## config.mk

```make
export PLATFORM = sky130hd
export DESIGN_NAME = tavr_merge
export DESIGN_NICKNAME = d
export VERILOG_FILES = /design/src/rtl/tavr_pkg.sv /design/src/rtl/tavr_merge.sv
export SDC_FILE = /design/constraint.sdc
export NUM_CORES = 1
export LEC_CHECK = 0
export ABC_AREA = 1
export BUFFER_PORTS_ARGS = -buffer_cell sky130_fd_sc_hd__buf_4
export CAP_MARGIN = 40
export CORE_AREA = 5 5 186 188
export DETAILED_ROUTE_END_ITERATION = 8
export DIE_AREA = 0 0 191 193
export RECOVER_POWER = 50
export SKIP_LAST_GASP = 1
export SYNTH_ARGS = -nofsm -noshare
export SYNTH_HDL_FRONTEND = slang
export SYNTH_SLANG_ARGS = --single-unit
```

## constraint.sdc

```tcl
create_clock -name clk -period 1.5 [get_ports clk]
set_clock_uncertainty 0.2 [all_clocks]
set_input_delay 0.075 -clock clk [delete_from_list [all_inputs] [get_ports clk]]
set_output_delay 0.075 -clock clk [all_outputs]
set_load 0.02 [all_outputs]
```

## src/rtl/tavr_pkg.sv

```systemverilog
// shared types and constants for the three-axis velocity ramp
// request and result structs, lane control struct, register indexes, fixed-point shifts
package tavr_pkg;

  localparam int TIME_FRAC   = 16;
  localparam int DRIVE_FRAC  = 14;
  localparam int LIN_SHIFT   = TIME_FRAC;
  localparam int QUAD_SHIFT  = 2 * TIME_FRAC + 1;
  localparam int DV_SHIFT    = DRIVE_FRAC + TIME_FRAC;
  localparam int REG_W       = 31;
  localparam int CFG_IDX_W   = 3;
  localparam int NUM_AXES    = 3;

  localparam logic [CFG_IDX_W-1:0] REG_ACCEL_X = 3'd0;
  localparam logic [CFG_IDX_W-1:0] REG_ACCEL_Y = 3'd1;
  localparam logic [CFG_IDX_W-1:0] REG_ACCEL_Z = 3'd2;
  localparam logic [CFG_IDX_W-1:0] REG_MAX_X   = 3'd3;
  localparam logic [CFG_IDX_W-1:0] REG_MAX_Y   = 3'd4;
  localparam logic [CFG_IDX_W-1:0] REG_MAX_Z   = 3'd5;

  typedef struct packed {
    logic signed [15:0] drive_x;
    logic signed [15:0] drive_y;
    logic signed [15:0] drive_z;
    logic        [15:0] tick_time;
  } tavr_in_t;

  typedef struct packed {
    logic signed [31:0] disp_x;
    logic signed [31:0] disp_y;
    logic signed [31:0] disp_z;
    logic signed [31:0] speed_x;
    logic signed [31:0] speed_y;
    logic signed [31:0] speed_z;
  } tavr_out_t;

  typedef struct packed {
    logic load;
    logic mul1;
    logic mul2;
    logic commit;
  } tavr_ctl_t;

endpackage

```

## src/rtl/tavr_merge.sv

```systemverilog
// merging stage: at-rest masking across lanes and the result register
// depends on tavr_pkg
module tavr_merge import tavr_pkg::*; (
  input  logic                        clk,
  input  logic                        rst_n,
  input  logic                        commit,
  input  logic [NUM_AXES-1:0][31:0]   vel,
  input  logic [NUM_AXES-1:0][31:0]   vel_upd,
  input  logic [NUM_AXES-1:0][31:0]   disp,
  input  logic                        out_stall,
  output logic                        out_valid,
  output tavr_out_t                   out_data
);

  logic      out_valid_r;
  tavr_out_t out_data_r;
  tavr_out_t out_data_nxt;
  logic      moving;

  assign moving = (vel[0] != '0) || (vel[1] != '0) || (vel[2] != '0);

  always_comb begin
    out_data_nxt.disp_x  = moving ? disp[0] : 32'd0;
    out_data_nxt.disp_y  = moving ? disp[1] : 32'd0;
    out_data_nxt.disp_z  = moving ? disp[2] : 32'd0;
    out_data_nxt.speed_x = vel_upd[0];
    out_data_nxt.speed_y = vel_upd[1];
    out_data_nxt.speed_z = vel_upd[2];
  end

  always_ff @(posedge clk) begin
    if (!rst_n) begin
      out_valid_r <= 1'b0;
    end else if (commit) begin
      out_valid_r <= 1'b1;
    end else if (!out_stall) begin
      out_valid_r <= 1'b0;
    end
  end

  always_ff @(posedge clk) begin
    if (commit) begin
      out_data_r <= out_data_nxt;
    end
  end

  assign out_valid = out_valid_r;
  assign out_data  = out_data_r;

  a_result_matches_state: assert property (@(posedge clk) disable iff (!rst_n)
    commit |=> out_valid_r && out_data_r.speed_x == $signed(vel[0])
               && out_data_r.speed_y == $signed(vel[1])
               && out_data_r.speed_z == $signed(vel[2]))
    else $error("reported speed differs from stored velocity");

endmodule

```

==> impl_results.md, run 1 <==
* Status: complete, but fails checks
* Violated checks: hold timing
* Critical path's largest stage delay at 1000 ps
* Final worst path period need at 1390 ps
* Worst Hold Launch: commit
* Clock slew at reported path FFs at 70 ps
* Crit share post-route at 92.8%
* Worst vdd ir at 0.711 mV
* Worst setup path start: commit
* Worst hold slack at -31.3 ps
* Post-synth top area share at 82.1%
* FMAX at 718 MHz
* Dpl cells at 1,424
* CP startpoint kind: input port
* Die Footprint at 0.0369 mm2
* DR pass1 iterations at 4
* Cell with the most instances after synthesis: edfxtp_1
* Via count at 6,262
* Critical path endpoint category: register
* Ordered list of cells on the worst path: clkbuf_8 > dlygate4sd3_1
* Core ar. at 0.0329 mm2
* Number of flops mapped to enable cells by yosys at 192
* Final Hold Vio Count at 48
* Post-CTS Setup Bufs at 0
* Syn Std Cell Area at 0.00702 mm2
* Filler Cells Inserted at 3,105
* Fraction of registers with async set/reset at 0%
* Final WS setup at 107 ps
* CTS tree: yes
* First-pass GRT wire length at 37.2 mm
* Top post-synthesis cells by area: edfxtp_1 (82%), nand2_1 (5.1%), nor2_1 (3.4%)
* IO Pins at 485
* Clock Tree Root: clkbuf_16
* RePlAce Congestion at 0.851
* GRT met1 Usage at 13.1%
* Worst Max-Slew Pin Slew at 1030 ps
* Crit-path slowest cell: dlygate4sd3_1
* Final setup fails at 0
* Synth warn at 0
* Arr. time, crit path at 1250 ps
* Worst min path class: input port to register
* Final Instance Area at 0.0138 mm2
* Max-slew headroom at 31.3%
* P&R area growth vs syn at 95.9%
* Met2 usage at 25.1%
* Cell Pwr Density at 993 mW/mm2
* GRT Residual Overflow at 0
* Vias per cell at 3.78
* DR iter-0 viols at 189
* Synth area leader: edfxtp_1
* Placed cell areas at 0.0113 mm2
* Worst hold path depth at 2
* Top_reg_cell synth: edfxtp_1
* Clk sinks at 193
* Final Core Density at 41.8%
* GRT Max-Usage Layer: met2
* WP buf/inv at 2
* Number of CTS-inserted buffers at 17
* WS Path Type: input port to register
* Antenna viol nets, final at 0
* DRC viols at 0
* Share of layout cells above drive strength 1 at 47.3%
* Leakage power at 6.26 nW
* Dpl hpwl at 19.8 mm
* Sequential-to-total area share from yosys stat at 82.4%
* Pre-CTS WS at -550 ps
* Vias in the first global route at 6,935
* Final std cells w/o fill at 1,656
* Final Max Tran Viols at 0
* Avg WL per Cell at 15.7 um
* Routed WL at 26.0 mm
* Antenna violations before repair at 2
* Initial Util at 21.3%
* Die Wd at 191 um
* I/O Buffers at 484
* Crit Reg-Reg Startpoint: out_valid$_SDFFE_PN0P_
* Row cnt at 67
* Number of distinct library cells after synthesis at 12
* Post-Syn Nets at 784
* RSZ-0062 raised after global routing: no
* Worst r2r path cells at 3
* Worst path depth at 2
* Max clock buf depth at 2
* Tot GR Track Use at 13.3%
* Max Cap Viol at 0
* Synth Register Bits at 193
* Die H at 193 um
* M3 GR Usage at 4.81%
* Max FO, Critical Path at 14
* Clk Latency, worst-skew pair at 430 ps
* H-tree depth at 4
* Hold_buf cts at 198
* Net count reported at finish at 1,485
* Post-Syn Area per Cell at 14.3 um2
* Cells after Synth at 492
* Crit path required time at 1360 ps
* Top post-synthesis cells by count: edfxtp_1 (192), nand2_1 (96), nor2_1 (64)
* Critical path's top delay family: buffers and inverters
* Largest net degree at the start of global routing at 59
## kinds of logic after synthesis
logic type / share of synthesized area (%)
buf+inv: 6.20
flops: 82.4
compound gates: 0.0712
simple gates: 11.4
## final cells by class
type                            instances  area [um2]  area share, %
Sequential cell                       193        5790           42.0
Clock inverter                         14         170           1.24
Inverter                               97         364           2.65
Clock buffer                           18         429           3.12
Multi-Input combinational cell        192         816           5.93
Antenna cell                            2        5.00         0.0364
Timing Repair Buffer                  692        5630           40.9
Tap cell                              448         561           4.07
## sequential cells by signal, indices dropped and copies added (netlist names)
signal / cells
out_valid: 1
out_data: 192
## per-layer routing
metal | vias up | share of wire, %
li1 | 2986 | -
met2 | 340 | 53
met4 | 0 | 3.3
met1 | 2898 | 35
met3 | 38 | 9.3
met5 | - | 0
## metrics by stage
step	power (mW)	TNS, ps
2_1_floorplan	7.35	0
3_3_place_gp	8.80	-42980
3_5_place_dp	8.83	-44920
4_1_cts	14.0	0
5_1_grt	14.3	0
6_report	13.7	0
## path summary, 6_finish.rpt
path / slack [ps] / to
max: 110 / out_data[11]$_DFFE_PP_
max reg2reg: 170 / out_valid$_SDFFE_PN0P_
min reg2reg: 840 / out_valid$_SDFFE_PN0P_
min: -30 / out_data[24]$_DFFE_PP_
## where the power goes
part           internal [mW]  switching, mW
Sequential              6.40          0.131
Clock                   2.39           2.22
Combinational           1.34           1.18
Total                   10.1           3.53
## cell usage in the layout, fill, tap and decap left out, types with 2 or more instances in the layout
cell type      instances
buf_4                366
dlygate4sd3_1        198
edfxtp_1             192
nand2_1               96
clkbuf_4              93
nor2_1                62
inv_1                 57
inv_2                 40
nand2_2               30
clkbuf_1              28
clkbuf_16             17
inv_8                  4
inv_6                  3
clkinv_8               3
buf_12                 3
clkbuf_2               3
diode_2                2
nor2_2                 2
clkinvlp_4             2
## repair_timing
| action | CTS | global route |
|---|---|---|
| gates resized for setup | 1 | 2 |
| hold endpoints to repair | 207 | 66 |
| setup endpoints to repair | 38 | 38 |
| gates cloned | 0 | 0 |
(Power assumes the default switching activity.)
==> inputs of run 2 (changes only) <==
Settings changed: CORE_AREA 5 5 186 188 to 5 5 188 190, DIE_AREA 0 0 191 193 to 0 0 193 195.
Clock period 1.5 ns to 1.6 ns, I/O delays scaled along.
==> run 2 against run 1 <==
The flow now finishes without violations. Sequential power decreased by 6.1%. Utilization decreased by 1.4 points. Clock power decreased by 5.0%. Die area increased by 2.1%. Largest cell class unchanged.
==> impl_results.md, run 2 (synthesis results as in run 1) <==
* Row cnt at 67 (unchanged)
* RSZ-0062 raised after global routing: no (unchanged)
* Vias in the first global route at 6,889 (was 6,935)
* Antenna violations before repair at 2 (unchanged)
* Worst vdd ir at 0.699 mV (was 0.711 mV)
* RePlAce Congestion at 0.822 (was 0.851)
* Hold_buf cts at 201 (was 198)
* DR pass1 iterations at 4 (unchanged)
* Status: complete, no violations (was complete, but fails checks)
* Final worst path period need at 1500 ps
* Vias per cell at 3.75 (was 3.78)
* CP startpoint kind: input port (unchanged)
* WS Path Type: input port to register (unchanged)
* P&R area growth vs syn at 91.3% (was 95.9%)
* H-tree depth at 4 (unchanged)
* IO Pins at 485 (unchanged)
* Ordered list of cells on the worst path: clkbuf_8 > dlygate4sd3_1 > clkbuf_4 (was clkbuf_8 > dlygate4sd3_1)
* Net count reported at finish at 1,488 (was 1,485)
* Crit-path slowest cell: dlygate4sd3_1 (unchanged)
* Routed WL at 26.6 mm (was 26.0 mm)
* Largest net degree at the start of global routing at 56 (was 59)
* Crit share post-route at 93.7%
* DR iter-0 viols at 175 (was 189)
* First-pass GRT wire length at 38.3 mm (was 37.2 mm)
* Die Footprint at 0.0376 mm2 (was 0.0369 mm2)
* Cell Pwr Density at 947 mW/mm2 (was 993 mW/mm2)
* Die H at 195 um (was 193 um)
* Commonest non-fill, non-tap cells in the layout: buf_4 (277), dlygate4sd3_1 (201), edfxtp_1 (192) (was buf_4 (366), dlygate4sd3_1 (198), edfxtp_1 (192))
* Tot GR Track Use at 13.6% (was 13.3%)
* Arr. time, crit path at 1390 ps (was 1250 ps)
* I/O Buffers at 484 (unchanged)
* Commonest non-fill, non-tap cell in the layout: buf_4 (unchanged)
* Filler Cells Inserted at 3,168 (was 3,105)
* Max Cap Viol at 0 (unchanged)
* Max clock buf depth at 2 (unchanged)
* Avg WL per Cell at 16.0 um (was 15.7 um)
* Max FO, Critical Path at 32 (was 14)
* Critical path endpoint category: register (unchanged)
* Max reg flops at 192 (unchanged)
* Final Max Tran Viols at 0 (unchanged)
* Worst min path class: input port to register (unchanged)
* Post-CTS Setup Bufs at 0 (unchanged)
* Antenna viol nets, final at 0 (unchanged)
* Critical path's top delay family: buffers and inverters (unchanged)
* Clock slew at reported path FFs at 70 ps (about the same)
* GRT Residual Overflow at 0 (unchanged)
* Crit path required time at 1490 ps (was 1360 ps)
* Clk Latency, worst-skew pair at 430 ps (about the same)
* Worst r2r path cells at 3 (unchanged)
* Max-slew headroom at 48.6% (was 31.3%)
* Cts repair resizes at 0 (was 1)
* Leakage power at 5.95 nW (was 6.26 nW)
* Share of layout cells above drive strength 1 at 39.3% (was 47.3%)
* Die Wd at 193 um (was 191 um)
* Clock Tree Root: clkbuf_16 (unchanged)
* Initial Util at 21.1% (was 21.3%)
* CTS tree: yes (unchanged)
* Critical path's largest stage delay at 690 ps (was 1000 ps)
* DRC viols at 0 (unchanged)
* Dpl hpwl at 19.5 mm (was 19.8 mm)
* Via count at 6,219 (was 6,262)
* Core ar. at 0.0333 mm2 (was 0.0329 mm2)
* Tot Pwr at 12.7 mW (was 13.7 mW)
* Worst path depth at 3 (was 2)
* Final setup fails at 0 (unchanged)
* WP buf/inv at 3 (was 2)
* Total Neg Setup Slack at 0 ps (unchanged)
* Worst Max-Slew Pin Slew at 771 ps (was 1030 ps)
* FMAX at 667 MHz
* Final Hold Vio Count at 0 (was 48)
* Clk sinks at 193 (unchanged)
* Number of CTS-inserted buffers at 17 (unchanged)
* Worst hold path depth at 2 (unchanged)
==> run 2: cell types whose count changed in the layout (fill, tap and decap cells not counted), sizes merged <==
cell	before	now
buf	370	280
clkbuf	142	232
inv	104	100
dlygate4sd3	198	201
bufinv	1	3
clkinv	4	6
clkinvlp	2	1
diode	2	3
==> run 2: final timing paths <==
path	start	endpoint	slack, ps
max	commit	out_data[109]$_SDFFCE_PN0P_	100
min	vel_upd[46]	out_data[46]$_DFFE_PP_	170
max reg2reg	out_valid$_SDFFE_PN0P_	out_valid$_SDFFE_PN0P_	250
min reg2reg	out_valid$_SDFFE_PN0P_	out_valid$_SDFFE_PN0P_	840
==> run 2: cell type report <==
type | count | area, um2 | area share, %
Antenna cell | 3 | 7.51 | 0.0559
Clock buffer | 18 | 429 | 3.19
Clock inverter | 13 | 160 | 1.19
Inverter | 97 | 364 | 2.71
Multi-Input combinational cell | 192 | 811 | 6.03
Sequential cell | 193 | 5790 | 43.0
Tap cell | 448 | 561 | 4.17
Timing Repair Buffer | 695 | 5320 | 39.6
==> run 2: per-stage QoR <==
step	instances	area [um2]	utilization (%)	worst slack [ps]	hold WS (ps)
floorplan	492	7020	-	159	-21.1
global placement	1424	11300	34.0	-377	57.9
detailed placement	1424	11300	34.0	-377	59.2
CTS	1656	13900	41.8	112	-14.9
global route	1659	13400	40.4	33.9	150
finish	1659	13400	40.4	101	174
==> run 2: power by group <==
group | internal (mW) | total (mW) | switching (mW)
Combinational | 1.11 | 2.22 | 1.11
Sequential | 6.00 | 6.13 | 0.122
Clock | 2.46 | 4.38 | 1.92
Total | 9.57 | 12.7 | 3.15
==> run 2: metal layers <==
| layer | track usage, % | share of wire (%) | up-vias |
|---|---|---|---|
| met5 | 0 | 0 | - |
| met4 | 5.27 | 2.6 | 0 |
| met3 | 4.91 | 10 | 34 |
| met2 | 25.6 | 53 | 342 |
| met1 | 13.5 | 34 | 2849 |
| li1 | - | - | 2994 |
